File: config.mk
export PLATFORM = sky130hd
export DESIGN_NAME = rrip_ordered_slot_table_core_flat
export DESIGN_NICKNAME = d
export VERILOG_FILES = /design/src/sv/rosl_pkg.sv /design/src/sv/rosl_if.sv /design/src/sv/rrip_ordered_slot_table_core.sv /design/src/sv/rosl_prefix.sv /design/src/sv/rosl_cell.sv /design/src/flat_wrapper.sv
export SDC_FILE = /design/constraint.sdc
export NUM_CORES = 2
export LEC_CHECK = 0
export BUFFER_PORTS_ARGS = -buffer_cell sky130_fd_sc_hd__buf_2
export CORE_MARGIN = 2
export CORE_UTILIZATION = 50
export DETAILED_ROUTE_END_ITERATION = 7
export PLACE_DENSITY = 0.63
export SETUP_SLACK_MARGIN = 0.05
export SLEW_MARGIN = 20
export SYNTH_ARGS = -nofsm -noshare
export SYNTH_HDL_FRONTEND = slang
export SYNTH_HIERARCHICAL = 1
export SYNTH_SLANG_ARGS = --single-unit
File: constraint.sdc
create_clock -name i_clk -period 14.5 [get_ports i_clk]
set_clock_uncertainty 0.1 [all_clocks]
set_input_delay 4.35 -clock i_clk [delete_from_list [all_inputs] [get_ports i_clk]]
set_output_delay 4.35 -clock i_clk [all_outputs]
set_load 0.05 [all_outputs]
File: src/sv/rosl_pkg.sv
package rosl_pkg;

    // Fixed field widths of the transaction payloads.
    localparam int unsigned CMD_W    = 3;
    localparam int unsigned SIZE_W   = 16;
    localparam int unsigned REREF_W  = 3;
    localparam int unsigned POS_W    = 5;
    localparam int unsigned STEP_W   = 3;
    localparam int unsigned STATUS_W = 2;
    localparam int unsigned COUNT_W  = 6;
    localparam int unsigned BYTES_W  = 16;

    localparam int unsigned MAX_ENTRIES_DEF   = 32;
    localparam int unsigned SLOT_OVERHEAD_DEF = 4;
    localparam logic [SIZE_W-1:0] CAPACITY_RESET = 16'd4096;
    localparam logic [REREF_W-1:0] RR_MAX = 3'd7;

    typedef enum logic [CMD_W-1:0] {
        CMD_ALLOC  = 3'd0,
        CMD_REMOVE = 3'd1,
        CMD_DROP   = 3'd2,
        CMD_INCR   = 3'd3,
        CMD_READ   = 3'd4
    } t_cmd;

    typedef enum logic [STATUS_W-1:0] {
        ST_OK      = 2'd0,
        ST_NOSPACE = 2'd1,
        ST_PAST    = 2'd2
    } t_status;

    typedef enum logic [1:0] {
        S_IDLE,
        S_EXEC,
        S_DROP,
        S_REPORT
    } t_state;

    typedef enum logic [1:0] {
        CELL_HOLD,
        CELL_INSERT,
        CELL_SHIFT,
        CELL_INCR
    } t_cell_op;

    typedef struct packed {
        logic [SIZE_W-1:0]  size;
        logic [REREF_W-1:0] reref;
    } t_entry;

    typedef struct packed {
        t_cell_op          op;
        t_entry            new_entry;
        logic [STEP_W-1:0] step;
    } t_cell_ctrl;

endpackage

File: src/sv/rosl_if.sv
interface rosl_in_if;
    logic        valid;
    logic        ready;
    logic [2:0]  cmd;
    logic [15:0] payload_size;
    logic [2:0]  reref_value;
    logic [4:0]  slot_position;
    logic [2:0]  step_amount;

    modport source (output valid, cmd, payload_size, reref_value, slot_position,
                    step_amount, input ready);
    modport sink   (input valid, cmd, payload_size, reref_value, slot_position,
                    step_amount, output ready);
endinterface

interface rosl_out_if;
    logic        valid;
    logic        ready;
    logic [1:0]  status;
    logic        entry_valid;
    logic [4:0]  out_position;
    logic [15:0] out_size;
    logic [2:0]  out_reref;
    logic [5:0]  count_now;
    logic [15:0] bytes_used;

    modport source (output valid, status, entry_valid, out_position, out_size, out_reref,
                    count_now, bytes_used, input ready);
    modport sink   (input valid, status, entry_valid, out_position, out_size, out_reref,
                    count_now, bytes_used, output ready);
endinterface

interface rosl_cfg_if;
    logic        valid;
    logic        ready;
    logic [15:0] bucket_capacity;

    modport source (output valid, bucket_capacity, input ready);
    modport sink   (input valid, bucket_capacity, output ready);
endinterface

File: src/sv/rrip_ordered_slot_table_core.sv
// Ordered slot table: a bucket of slot headers (payload size and a 3-bit
// re-reference value) kept in descending re-reference order.
// Channels: i_in carries one command transaction (allocate, remove at a
// position, remove through a position, increment, read); o_out returns exactly
// one result transaction per command; i_cfg writes the bucket capacity and is
// ready whenever reset is released. Capacity is meant to be written only while
// the table is idle.
// Timing: a command is accepted only in the idle state. It passes through
// execute, then report, where the result is loaded into the output register
// and the sequencer returns to idle to take the next command. Remove-through
// goes from execute into a drain state that takes one entry per cycle out of
// cell zero, position + 1 entries in all, before report. For the other
// commands every cell of the chain updates in the execute cycle itself.
// Reset clears the fill count, the byte count, the sequencer and the output
// valid, and loads the capacity with 4096. Neither channel is ready while reset
// is held. Cell contents are not cleared; entries past the fill count are
// never reported.
// If the receiver stalls, the finished result waits in the output register and
// the report state holds until the register frees up; no result is dropped.
module rrip_ordered_slot_table_core #(
    parameter int unsigned MAX_ENTRIES   = rosl_pkg::MAX_ENTRIES_DEF,
    parameter int unsigned SLOT_OVERHEAD = rosl_pkg::SLOT_OVERHEAD_DEF
) (
    input  logic            i_clk,
    input  logic            i_rst_n,
    rosl_in_if.sink         i_in,
    rosl_out_if.source      o_out,
    rosl_cfg_if.sink        i_cfg
);
    import rosl_pkg::*;

    // Index and count widths follow from the table depth; the compare width is the larger of count and position width.
    localparam int unsigned IW = $clog2(MAX_ENTRIES);
    localparam int unsigned CW = $clog2(MAX_ENTRIES + 1);
    localparam int unsigned XW = (CW > POS_W) ? CW : POS_W;
    localparam int unsigned NW = SIZE_W + 2;

    t_state                r_state, n_state;
    logic [CMD_W-1:0]      r_cmd;
    logic [SIZE_W-1:0]     r_size;
    logic [REREF_W-1:0]    r_rr;
    logic [POS_W-1:0]      r_pos;
    logic [STEP_W-1:0]     r_step;
    logic [SIZE_W-1:0]     r_cap;
    logic [CW-1:0]         r_count, n_count;
    logic [BYTES_W-1:0]    r_bytes, n_bytes;
    logic [CW-1:0]         r_left, n_left;
    t_status               r_status, n_status;
    logic                  r_rep_valid, n_rep_valid;
    logic [IW-1:0]         r_rep_idx, n_rep_idx;

    logic                  r_out_valid;
    logic [STATUS_W-1:0]   r_out_status;
    logic                  r_out_entry_valid;
    logic [POS_W-1:0]      r_out_position;
    logic [SIZE_W-1:0]     r_out_size;
    logic [REREF_W-1:0]    r_out_reref;
    logic [COUNT_W-1:0]    r_out_count;
    logic [BYTES_W-1:0]    r_out_bytes;

    logic                  w_accept;
    logic                  w_out_free;
    t_cell_ctrl            w_ctrl;
    logic [XW-1:0]         w_cell_pos;
    logic [XW-1:0]         w_pos_x;
    logic [XW-1:0]         w_total_x;
    logic                  w_past;
    t_entry                w_cells [0:MAX_ENTRIES-1];
    logic [MAX_ENTRIES-1:0] w_lt;
    logic [MAX_ENTRIES-1:0] w_before;
    logic [IW-1:0]         w_ins_idx;
    logic [IW-1:0]         w_rd_idx;
    t_entry                w_rd;
    logic [NW-1:0]         w_need;
    logic                  w_full;
    logic                  w_nospace;

    assign w_accept   = i_in.valid && i_in.ready;
    assign i_in.ready = (r_state == S_IDLE) && i_rst_n;
    assign i_cfg.ready = i_rst_n;
    assign w_out_free = !r_out_valid || o_out.ready;

    assign w_pos_x   = XW'(r_pos);
    assign w_total_x = XW'(r_count);
    assign w_past    = (w_pos_x >= w_total_x);

    // The chain of cells: each cell sees its left and right neighbor.
    for (genvar g = 0; g < MAX_ENTRIES; g++) begin : g_cell
        rosl_cell #(
            .IDX (g),
            .XW  (XW)
        ) u_cell (
            .i_clk     (i_clk),
            .i_ctrl    (w_ctrl),
            .i_pos_x   (w_cell_pos),
            .i_total_x (w_total_x),
            .i_left    (w_cells[(g == 0) ? 0 : g - 1]),
            .i_right   (w_cells[(g == MAX_ENTRIES - 1) ? g : g + 1]),
            .i_before  (w_before[g]),
            .o_entry   (w_cells[g]),
            .o_lt      (w_lt[g])
        );
    end

    // The insert point is the first cell whose value is lower than the new one
    // or that lies at the fill level.
    rosl_prefix #(
        .N (MAX_ENTRIES)
    ) u_prefix (
        .i_flag   (w_lt),
        .o_before (w_before)
    );

    always_comb begin
        w_ins_idx = '0;
        for (int i = 0; i < MAX_ENTRIES; i++) begin
            if (w_lt[i] && !w_before[i]) begin
                w_ins_idx = w_ins_idx | IW'(i);
            end
        end
    end

    // One read port into the chain: the target position while executing,
    // the reported position afterwards.
    assign w_rd_idx = (r_state == S_EXEC) ? IW'(r_pos) : r_rep_idx;

    always_comb begin
        w_rd = w_cells[0];
        for (int i = 0; i < MAX_ENTRIES; i++) begin
            if (IW'(i) == w_rd_idx) begin
                w_rd = w_cells[i];
            end
        end
    end

    assign w_need    = NW'(r_size) + NW'(SLOT_OVERHEAD);
    assign w_full    = (r_count == CW'(MAX_ENTRIES));
    assign w_nospace = (NW'(r_bytes) + w_need) > NW'(r_cap);

    always_comb begin
        n_state     = r_state;
        n_count     = r_count;
        n_bytes     = r_bytes;
        n_left      = r_left;
        n_status    = r_status;
        n_rep_valid = r_rep_valid;
        n_rep_idx   = r_rep_idx;
        w_cell_pos  = w_pos_x;
        w_ctrl.op   = CELL_HOLD;
        w_ctrl.new_entry.size  = r_size;
        w_ctrl.new_entry.reref = r_rr;
        w_ctrl.step = r_step;

        case (r_state)
            S_IDLE: begin
                if (w_accept) begin
                    n_state = S_EXEC;
                end
            end
            S_EXEC: begin
                n_state     = S_REPORT;
                n_status    = ST_OK;
                n_rep_valid = 1'b0;
                n_rep_idx   = IW'(r_pos);
                if (r_cmd == CMD_ALLOC) begin
                    if (w_full || w_nospace) begin
                        n_status = ST_NOSPACE;
                    end else begin
                        w_ctrl.op   = CELL_INSERT;
                        n_count     = r_count + 1'b1;
                        n_bytes     = r_bytes + BYTES_W'(w_need);
                        n_rep_valid = 1'b1;
                        n_rep_idx   = w_ins_idx;
                    end
                end else if (r_cmd > CMD_READ) begin
                    n_status = ST_OK;
                end else if (w_past) begin
                    n_status = ST_PAST;
                end else begin
                    case (r_cmd)
                        CMD_REMOVE: begin
                            w_ctrl.op   = CELL_SHIFT;
                            n_count     = r_count - 1'b1;
                            n_bytes     = r_bytes - BYTES_W'(w_rd.size)
                                          - BYTES_W'(SLOT_OVERHEAD);
                            n_rep_valid = (w_pos_x < XW'(r_count - 1'b1));
                        end
                        CMD_DROP: begin
                            // Drain position + 1 entries out of the head cell.
                            n_left  = CW'(r_pos) + 1'b1;
                            n_state = S_DROP;
                        end
                        CMD_INCR: begin
                            w_ctrl.op   = CELL_INCR;
                            n_rep_valid = 1'b1;
                        end
                        CMD_READ: begin
                            n_rep_valid = 1'b1;
                        end
                        default: begin
                            n_rep_valid = 1'b0;
                        end
                    endcase
                end
            end
            S_DROP: begin
                w_cell_pos = '0;
                w_ctrl.op  = CELL_SHIFT;
                n_count    = r_count - 1'b1;
                n_bytes    = r_bytes - BYTES_W'(w_cells[0].size) - BYTES_W'(SLOT_OVERHEAD);
                n_left     = r_left - 1'b1;
                if (r_left == CW'(1)) begin
                    n_state = S_REPORT;
                end
            end
            S_REPORT: begin
                if (w_out_free) begin
                    n_state = S_IDLE;
                end
            end
            default: begin
                n_state = S_IDLE;
            end
        endcase
    end

    always_ff @(posedge i_clk) begin
        if (!i_rst_n) begin
            r_state     <= S_IDLE;
            r_count     <= '0;
            r_bytes     <= '0;
            r_cap       <= CAPACITY_RESET;
            r_out_valid <= 1'b0;
        end else begin
            r_state <= n_state;
            r_count <= n_count;
            r_bytes <= n_bytes;
            if (i_cfg.valid && i_cfg.ready) begin
                r_cap <= i_cfg.bucket_capacity;
            end
            if (r_state == S_REPORT && w_out_free) begin
                r_out_valid <= 1'b1;
            end else if (o_out.ready) begin
                r_out_valid <= 1'b0;
            end
        end
    end

    always_ff @(posedge i_clk) begin
        r_left      <= n_left;
        r_status    <= n_status;
        r_rep_valid <= n_rep_valid;
        r_rep_idx   <= n_rep_idx;
        if (w_accept) begin
            r_cmd  <= i_in.cmd;
            r_size <= i_in.payload_size;
            r_rr   <= i_in.reref_value;
            r_pos  <= i_in.slot_position;
            r_step <= i_in.step_amount;
        end
        if (r_state == S_REPORT && w_out_free) begin
            r_out_status      <= r_status;
            r_out_entry_valid <= r_rep_valid;
            r_out_position    <= r_rep_valid ? POS_W'(r_rep_idx) : '0;
            r_out_size        <= r_rep_valid ? w_rd.size : '0;
            r_out_reref       <= r_rep_valid ? w_rd.reref : '0;
            r_out_count       <= COUNT_W'(r_count);
            r_out_bytes       <= r_bytes;
        end
    end

    assign o_out.valid        = r_out_valid;
    assign o_out.status       = r_out_status;
    assign o_out.entry_valid  = r_out_entry_valid;
    assign o_out.out_position = r_out_position;
    assign o_out.out_size     = r_out_size;
    assign o_out.out_reref    = r_out_reref;
    assign o_out.count_now    = r_out_count;
    assign o_out.bytes_used   = r_out_bytes;

    // The fill count never passes the table depth.
    a_count_bound: assert property (@(posedge i_clk) disable iff (!i_rst_n)
        r_count <= CW'(MAX_ENTRIES))
        else $error("fill count exceeds table depth");

    // An accepted command always moves the sequencer into execute.
    a_accept_exec: assert property (@(posedge i_clk) disable iff (!i_rst_n)
        w_accept |=> r_state == S_EXEC)
        else $error("accepted command did not enter execute");

    // Each drain cycle takes exactly one entry off the table.
    a_drop_count: assert property (@(posedge i_clk) disable iff (!i_rst_n)
        r_state == S_DROP |=> r_count == $past(r_count) - 1'b1)
        else $error("drain cycle did not remove one entry");

    // A report is loaded only into a free output register.
    a_no_overwrite: assert property (@(posedge i_clk) disable iff (!i_rst_n)
        (r_out_valid && !o_out.ready) |=> r_out_valid && $stable(r_out_bytes)
                                          && $stable(r_out_status))
        else $error("stalled result was overwritten");
endmodule

File: src/sv/rosl_prefix.sv
module rosl_prefix #(
    parameter int unsigned N = 32
) (
    input  logic [N-1:0] i_flag,
    output logic [N-1:0] o_before
);
    // Log-depth parallel prefix OR; o_before[i] is set when any flag below i is set.
    localparam int unsigned LV = (N > 1) ? $clog2(N) : 1;

    logic [N-1:0] w_lvl [0:LV];

    assign w_lvl[0] = i_flag;

    for (genvar k = 0; k < LV; k++) begin : g_lvl
        for (genvar i = 0; i < N; i++) begin : g_bit
            if (i >= (1 << k)) begin : g_or
                assign w_lvl[k+1][i] = w_lvl[k][i] | w_lvl[k][i-(1<<k)];
            end else begin : g_pass
                assign w_lvl[k+1][i] = w_lvl[k][i];
            end
        end
    end

    assign o_before = {w_lvl[LV][N-2:0], 1'b0};
endmodule

File: src/sv/rosl_cell.sv
module rosl_cell #(
    parameter int unsigned IDX = 0,
    parameter int unsigned XW  = 6
) (
    input  logic                i_clk,
    input  rosl_pkg::t_cell_ctrl i_ctrl,
    input  logic [XW-1:0]       i_pos_x,
    input  logic [XW-1:0]       i_total_x,
    input  rosl_pkg::t_entry    i_left,
    input  rosl_pkg::t_entry    i_right,
    input  logic                i_before,
    output rosl_pkg::t_entry    o_entry,
    output logic                o_lt
);
    import rosl_pkg::*;

    logic [XW-1:0]    w_idx;
    logic [REREF_W:0] w_sum;
    t_entry           r_entry;
    t_entry           n_entry;

    assign w_idx   = XW'(IDX);
    assign o_entry = r_entry;

    // A cell at or past the fill level counts as a stopping point for the insert search.
    assign o_lt = (w_idx >= i_total_x) || (r_entry.reref < i_ctrl.new_entry.reref);

    always_comb begin
        w_sum   = {1'b0, r_entry.reref} + {1'b0, i_ctrl.step};
        n_entry = r_entry;
        case (i_ctrl.op)
            CELL_INSERT: begin
                if (i_before) begin
                    n_entry = i_left;
                end else if (o_lt) begin
                    n_entry = i_ctrl.new_entry;
                end
            end
            CELL_SHIFT: begin
                if (w_idx >= i_pos_x) begin
                    n_entry = i_right;
                end
            end
            CELL_INCR: begin
                if (w_idx == i_pos_x) begin
                    n_entry.reref = (w_sum > {1'b0, RR_MAX}) ? RR_MAX : w_sum[REREF_W-1:0];
                end
            end
            default: begin
                n_entry = r_entry;
            end
        endcase
    end

    always_ff @(posedge i_clk) begin
        r_entry <= n_entry;
    end
endmodule
File: src/flat_wrapper.sv
// flat-port wrapper written by rule: the top's interface ports become plain ports
module rrip_ordered_slot_table_core_flat import rosl_pkg::*;
#(
    parameter int unsigned MAX_ENTRIES   = rosl_pkg::MAX_ENTRIES_DEF,
    parameter int unsigned SLOT_OVERHEAD = rosl_pkg::SLOT_OVERHEAD_DEF
)
  (i_clk, i_rst_n, i_in_valid, i_in_cmd, i_in_payload_size, i_in_reref_value, i_in_slot_position, i_in_step_amount, i_in_ready, o_out_valid, o_out_status, o_out_entry_valid, o_out_out_position, o_out_out_size, o_out_out_reref, o_out_count_now, o_out_bytes_used, o_out_ready, i_cfg_valid, i_cfg_bucket_capacity, i_cfg_ready);
  rosl_in_if i_in_i ();
  rosl_out_if o_out_i ();
  rosl_cfg_if i_cfg_i ();
  input  logic i_clk;
  input  logic i_rst_n;
  input wire logic [$bits(i_in_i.valid)-1:0] i_in_valid;
  input wire logic [$bits(i_in_i.cmd)-1:0] i_in_cmd;
  input wire logic [$bits(i_in_i.payload_size)-1:0] i_in_payload_size;
  input wire logic [$bits(i_in_i.reref_value)-1:0] i_in_reref_value;
  input wire logic [$bits(i_in_i.slot_position)-1:0] i_in_slot_position;
  input wire logic [$bits(i_in_i.step_amount)-1:0] i_in_step_amount;
  output wire logic [$bits(i_in_i.ready)-1:0] i_in_ready;
  output wire logic [$bits(o_out_i.valid)-1:0] o_out_valid;
  output wire logic [$bits(o_out_i.status)-1:0] o_out_status;
  output wire logic [$bits(o_out_i.entry_valid)-1:0] o_out_entry_valid;
  output wire logic [$bits(o_out_i.out_position)-1:0] o_out_out_position;
  output wire logic [$bits(o_out_i.out_size)-1:0] o_out_out_size;
  output wire logic [$bits(o_out_i.out_reref)-1:0] o_out_out_reref;
  output wire logic [$bits(o_out_i.count_now)-1:0] o_out_count_now;
  output wire logic [$bits(o_out_i.bytes_used)-1:0] o_out_bytes_used;
  input wire logic [$bits(o_out_i.ready)-1:0] o_out_ready;
  input wire logic [$bits(i_cfg_i.valid)-1:0] i_cfg_valid;
  input wire logic [$bits(i_cfg_i.bucket_capacity)-1:0] i_cfg_bucket_capacity;
  output wire logic [$bits(i_cfg_i.ready)-1:0] i_cfg_ready;
  assign i_in_i.valid = i_in_valid;
  assign i_in_i.cmd = i_in_cmd;
  assign i_in_i.payload_size = i_in_payload_size;
  assign i_in_i.reref_value = i_in_reref_value;
  assign i_in_i.slot_position = i_in_slot_position;
  assign i_in_i.step_amount = i_in_step_amount;
  assign i_in_ready = i_in_i.ready;
  assign o_out_valid = o_out_i.valid;
  assign o_out_status = o_out_i.status;
  assign o_out_entry_valid = o_out_i.entry_valid;
  assign o_out_out_position = o_out_i.out_position;
  assign o_out_out_size = o_out_i.out_size;
  assign o_out_out_reref = o_out_i.out_reref;
  assign o_out_count_now = o_out_i.count_now;
  assign o_out_bytes_used = o_out_i.bytes_used;
  assign o_out_i.ready = o_out_ready;
  assign i_cfg_i.valid = i_cfg_valid;
  assign i_cfg_i.bucket_capacity = i_cfg_bucket_capacity;
  assign i_cfg_ready = i_cfg_i.ready;
  rrip_ordered_slot_table_core #(.MAX_ENTRIES(MAX_ENTRIES), .SLOT_OVERHEAD(SLOT_OVERHEAD)) u_core (.i_clk(i_clk), .i_rst_n(i_rst_n), .i_in(i_in_i), .o_out(o_out_i), .i_cfg(i_cfg_i));
endmodule
Word level (Yosys, flattened, before mapping)
Cells that the tools add are included.

Input bits: 51. Flip-flop bits (word level): 742. Word-level logic and storage cells: 1318.

Equal/unequal tests: 182. Mux-type cells: 575. Add/subtract/negate cells: 43. Bitwise gates (word level): 125. Magnitude comparators: 131. Reductions and logical operators: 177.

Operator list (number): 19-bit 2-to-1 mux (251); 16-bit one-hot mux with 2 select lines (32); 16-bit 2-to-1 mux (20); 3-bit 2-to-1 mux (100); 3-bit one-hot mux with 3 select lines (31); 5-bit by 6-bit greater-or-equal comparator with 1-bit output, first input constant (31); 6-bit 2-to-1 mux (31); 2-bit inequality test, second input constant (68); 3-bit by 3-bit adder with 4-bit output (32); 4-bit by 3-bit > comparator with 1-bit output, second input constant (32); 4-bit AND reduction (32); 1-bit bitwise OR (124); 5-bit 2-to-1 mux (23); 3-bit inequality test, second input constant (35); 3-bit AND reduction (33); 5-bit by 6-bit == test with 1-bit output, first input constant (16); 4-bit by 6-bit greater-or-equal comparator with 1-bit output, first input constant (16); 3-bit less-than comparator (32); 2-bit 2-to-1 mux (47); 5-bit == test, first input constant (16); 4-bit by 6-bit == test with 1-bit output, first input constant (8); 3-bit by 6-bit greater-or-equal comparator with 1-bit output, first input constant (8); 4-bit by 5-bit == test with 1-bit output, first input constant (8); 1-bit logical AND (35); 46 further kinds (172).

Logic depth before layout (Yosys ltp)
Word-level depth: 51. Gate-level depth with buffers: 29. Mapped depth without buffers: 26.

Hierarchy
Netlist, hierarchy kept.

By module, submodules not included: rrip_ordered_slot_table_core (cells an instance 1806, times used 1, seq. area each 3613.5 um2, area an instance 14268.7 um2); rosl_cell at u_core.g_cell[2].u_cell (cells an instance 122, times used 1, seq. area each 570.5 um2, area an instance 1303.8 um2); rosl_cell at u_core.g_cell[10].u_cell (cells an instance 123, times used 1, seq. area each 570.5 um2, area an instance 1290.0 um2); rosl_cell at u_core.g_cell[19].u_cell (cells an instance 121, times used 1, seq. area each 570.5 um2, area an instance 1290.0 um2); rosl_cell at u_core.g_cell[14].u_cell (cells an instance 122, times used 1, seq. area each 570.5 um2, area an instance 1285.0 um2); rosl_cell at u_core.g_cell[6].u_cell (cells an instance 122, times used 1, seq. area each 570.5 um2, area an instance 1280.0 um2); rosl_cell at u_core.g_cell[12].u_cell (cells an instance 121, times used 1, seq. area each 570.5 um2, area an instance 1278.7 um2); rosl_cell at u_core.g_cell[20].u_cell (cells an instance 120, times used 1, seq. area each 570.5 um2, area an instance 1277.5 um2); rosl_cell at u_core.g_cell[21].u_cell (cells an instance 119, times used 1, seq. area each 570.5 um2, area an instance 1277.5 um2); rosl_cell at u_core.g_cell[22].u_cell (cells an instance 118, times used 1, seq. area each 570.5 um2, area an instance 1277.5 um2); rosl_cell at u_core.g_cell[30].u_cell (cells an instance 118, times used 1, seq. area each 570.5 um2, area an instance 1272.5 um2); rosl_cell at u_core.g_cell[3].u_cell (cells an instance 116, times used 1, seq. area each 570.5 um2, area an instance 1272.5 um2); rosl_cell at u_core.g_cell[8].u_cell (cells an instance 114, times used 1, seq. area each 570.5 um2, area an instance 1272.5 um2); rosl_cell at u_core.g_cell[15].u_cell (cells an instance 119, times used 1, seq. area each 570.5 um2, area an instance 1270.0 um2); 20 more rows.

Worst setup path after synthesis
No wires, ideal clock.

Kind: register to register. Start: reg u_core.r_size[2]. End: reg u_core.g_cell[28].u_cell.r_entry, in the netlist u_core/g_cell[28].u_cell/o_entry[10], enable pin. Setup time: 0.414 ns. Data required time: 13.986 ns. Path slack: 4.094 ns. Cell stages (with the launch flop): 24. Data arrival time: 9.892 ns. Cells stage by stage: edfxtp_1 > ha_1 > xor2_1 > ha_1 > o21a_1 > a2111oi_2 > o21ai_1 > or4_1 > a31oi_1 > xnor2_1 > ha_1 > nand4_1 > nor2_1 > a211oi_1 > o211ai_1 > a21oi_4 > clkbuf_1 > a21oi_1 > nor2_1 > inv_1 > ha_1 > buf_2 > nor3b_1 > a211oi_1.

RTL lines: start: declaration (line rrip_ordered_slot_table_core.sv:40) `logic [SIZE_W-1:0] r_size;`; start signal: assignment (line rrip_ordered_slot_table_core.sv:256) `r_size <= i_in.payload_size;`; end signal: assignment (line rosl_cell.sv:56) `r_entry <= n_entry;`; end: declaration (line rosl_cell.sv:19) `t_entry r_entry;`.

Worst setup path in the final report
Start: in i_rst_n. End: out i_in_ready.

Cells in the longest elaborated chain, start to end: 1.

RTL lines: start: declaration (line flat_wrapper.sv:12) `input logic i_rst_n;`; 1-bit logical AND (line rrip_ordered_slot_table_core.sv:79) `assign i_in.ready = (r_state == S_IDLE) && i_rst_n;`; end: declaration (line flat_wrapper.sv:19) `output wire logic [$bits(i_in_i.ready)-1:0] i_in_ready;`.

No other way between the ends.

==> flow_summary.json <==
{
  "clockRootBuffer": "clkbuf_16",
  "core_mm2": 0.1090,
  "die_h_um": 335.9,
  "synth_commonest_cells": "nand2_1, edfxtp_1, mux2i_1",
  "route.met2.wl_um": 82400,
  "dpl.hpwl_um": 137000,
  "gp_congestion": 0.9147,
  "cts_tree": "yes",
  "grt_pass1_vias": 44050,
  "clkTransAtPathRegs_ns": 0.06,
  "final_core_util": 0.5514,
  "post-cts-setup-buffers": 0,
  "cellLeakagePower_nw": 25.57,
  "finalWirelength_um": 190400,
  "syn_avg_cell_area_um2": 9.748,
  "cp_cell_sequence": "buf_2, and2_1, buf_2",
  "yosys.area.top_type_share": 0.3823,
  "grtUsageTotal": 0.3303,
  "dieWidth_um": 335.9,
  "placed_cells": 7057,
  "cts_inserted_buffers": 86,
  "grt_max_degree": 50,
  "placed_cell_area_mm2": 0.05724,
  "crit_arrival_ns": 5.12,
  "rsz0062_at_grt": "no",
  "fin_tns_setup_ns": 0,
  "cts_num_sinks": 742,
  "endpoint_kind": "primary output",
  "synthTopCellsByArea": "edfxtp_1, mux2i_1, ha_1",
  "synth-async-reset-ratio": 0,
  "ios": 103,
  "areaGrowthSynthToFinish_pct": 9.154,
  "ys_types": 120,
  "die_area_mm2": 0.1128,
  "reg2reg_depth": 25,
  "outcome": "complete, no violations",
  "hold_viol": 0,
  "placementRows": 121,
  "vias": 47310,
  "clk_latency_ns": 0.69,
  "critPathMaxStageDelay_ns": 0.29,
  "initial_utilization": 0.5052,
  "peakVddDrop_v": 0.0001396,
  "critical_path_buf_inv_count": 2,
  "min_path_cells": 0,
  "maxCapViolCount": 0,
  "synth_area_leader_cell": "edfxtp_1",
  "routedWlPerCell_um": 26.37,
  "crit_fanout": 9,
  "synth_edf_count": 701,
  "max_slew_margin": 0.2447,
  "instances_no_fill": 7222,
  "r2r_setup_slack_ns": 6.15,
  "tightest_slew_ns": 1.126,
  "fillCellCount": 9817,
  "synth_warnings": 6,
  "cts_buffer_depth": 3,
  "ys_ff_latch": 742,
  "dr.max_layer_used": "met5",
  "crit_path_frequent_cell": "buf_2",
  "ctsHtreeMaxLevel": 3,
  "yosys.cell_count.top_type": "nand2_1",
  "crit_slowest_cell": "buf_2",
  "netlist_area_mm2": 0.05507,
  "startpoint": "i_rst_n",
  "wl_met3_um": 20130,
  "detail-route-antenna-nets": 0,
  "cp_top_family": "buffers and inverters",
  "hp-class": "reg -> reg",
  "io_buffer_count": 102,
  "cts_resized": 0,
  "grt_pass1_wl_um": 283300,
  "min_to": "u_core/o_out.status[1]",
  "fin_nets": 6187,
  "fin_area_mm2": 0.06011,
  "final_layout_size_suffix_gt1_frac": 0.09392,
  "initialDrtViolationCount": 5760,
  "slew_viol_final": 0,
  "vias_per_cell": 6.551,
  "hp-start": "u_core/r_status[1]",
  "p_per_area_mw_per_mm2": 169.9,
  "r2r_start": "u_core/r_state[1]",
  "critPathKind": "in -> out",
  "m1WireLength_um": 79730,
  "worstSetupStartpointType": "input pin",
  "period_needed_ns": 9.574,
  "drt_first_pass_iters": 6,
  "setup_viol": 0,
  "drc": 0,
  "grt-ovfl-total": 0,
  "postCtsHoldBufs": 0,
  "finalCritPeriodShare": 0.6603,
  "synth_ff_type": "edfxtp_1",
  "ys_seq_area_frac": 0.3972,
  "r2r-end": "u_core/r_bytes[15]",
  "crit_required_ns": 10.05,
  "timing.fmax_ghz": 0.1045,
  "postSynthCellCount": 5649,
  "antenna_found_initial": 5
}
## cell usage in the layout (no fill, tap or decap), drive strengths merged, types with 76 or more instances in the layout
| master | count |
|---|---|
| ha | 370 |
| a22oi | 143 |
| inv | 290 |
| o22ai | 90 |
| buf | 262 |
| a21oi | 216 |
| nand2 | 764 |
| o21ai | 701 |
| nor3 | 103 |
| edfxtp | 701 |
| nor2b | 80 |
| mux2i | 647 |
| clkbuf | 108 |
| o311ai | 76 |
| nor2 | 188 |
## layout make-up
type | instances | area [um2] | share of cell area
multi-input combinational | 4353 | 30840 | 0.5131
clock inverter | 52 | 505.5 | 0.008410
inverter | 286 | 1074 | 0.01786
antenna | 5 | 12.51 | 0.0002082
tap | 1414 | 1769 | 0.02943
timing repair buffer | 262 | 1712 | 0.02848
clock buffer | 108 | 2318 | 0.03857
sequential | 742 | 21880 | 0.3639
## sequential cells by signal (all words and copies together) (netlist names), 2 cells and up
register and cells:
u_core/o_out.bytes_used 16, u_core/o_out.count_now 6, u_core/r_cap 16, u_core/r_rr 3, u_core/r_state 2, u_core/o_out.out_position 5, u_core/r_status 2, u_core/r_step 3
u_core/r_rep_idx 5, u_core/o_out.out_size 16, u_core/r_left 6, u_core/o_out.status 2, u_core/o_out.out_reref 3, u_core/r_size 16, u_core/r_bytes 16, u_core/r_count 6
u_core/r_pos 5, u_core/r_cmd 3, u_core/g_cell.u_cell/o_entry 608
## where the power goes
group          internal (mW)  total [mW]  switching (mW)  leakage, nW
Clock                   1.29        2.24           0.951         1.36
Sequential              2.79        3.11           0.328         6.68
Combinational           1.70        4.86            3.16         17.5
Total                   5.78        10.2            4.44         25.6
## per-layer routing
layer,global-route usage,up-vias
li1,-,21440
met1,0.4614,22990
met2,0.4986,2496
met3,0.06926,373
met4,0.1343,4
met5,0.003830,-
## through the flow
step	setup WS, ns	power, mW	hold WS, ns
2_1_floorplan	4.094	6.211	0.3003
3_3_place_gp	4.946	7.759	0.3050
3_5_place_dp	4.931	7.851	0.3054
4_1_cts	4.928	10.11	0.3194
5_1_grt	4.908	10.73	0.3308
6_report	4.926	10.21	0.3203
## logic make-up after synthesis
family / Yosys count / synth area share
AO/OA/AOI/OAI: 1657 / 0.1928
XOR/XNOR: 69 / 0.01097
adder cells (fa/ha/maj): 405 / 0.09679
buffers and inverters: 611 / 0.05096
flip-flops: 742 / 0.3972
multiplexers: 652 / 0.1189
other: 2 / 0.0001364
AND/OR/NAND/NOR: 1511 / 0.1322
## worst max-delay path by stage
stage | to | slack, ns | cells after the start
after floorplan | u_core/g_cell[28].u_cell/o_entry[10] | 4.09 | 23
after global placement | i_in_ready | 4.95 | 3
after detailed placement | i_in_ready | 4.93 | 3
after CTS | i_in_ready | 4.93 | 3
after global routing | i_in_ready | 4.91 | 3
final | i_in_ready | 4.93 | 3
## worst register-to-register path: cells and delay by family, from the launching register on
family	cells	cell delay [ns]
AO/OA/AOI/OAI	10	3.29
XOR/XNOR	2	0.27
adder cells (fa/ha/maj)	4	1.72
buffers and inverters	3	0.24
flip-flops	1	0.35
AND/OR/NAND/NOR	6	2.34
Power figures use the tool's default switching activity.
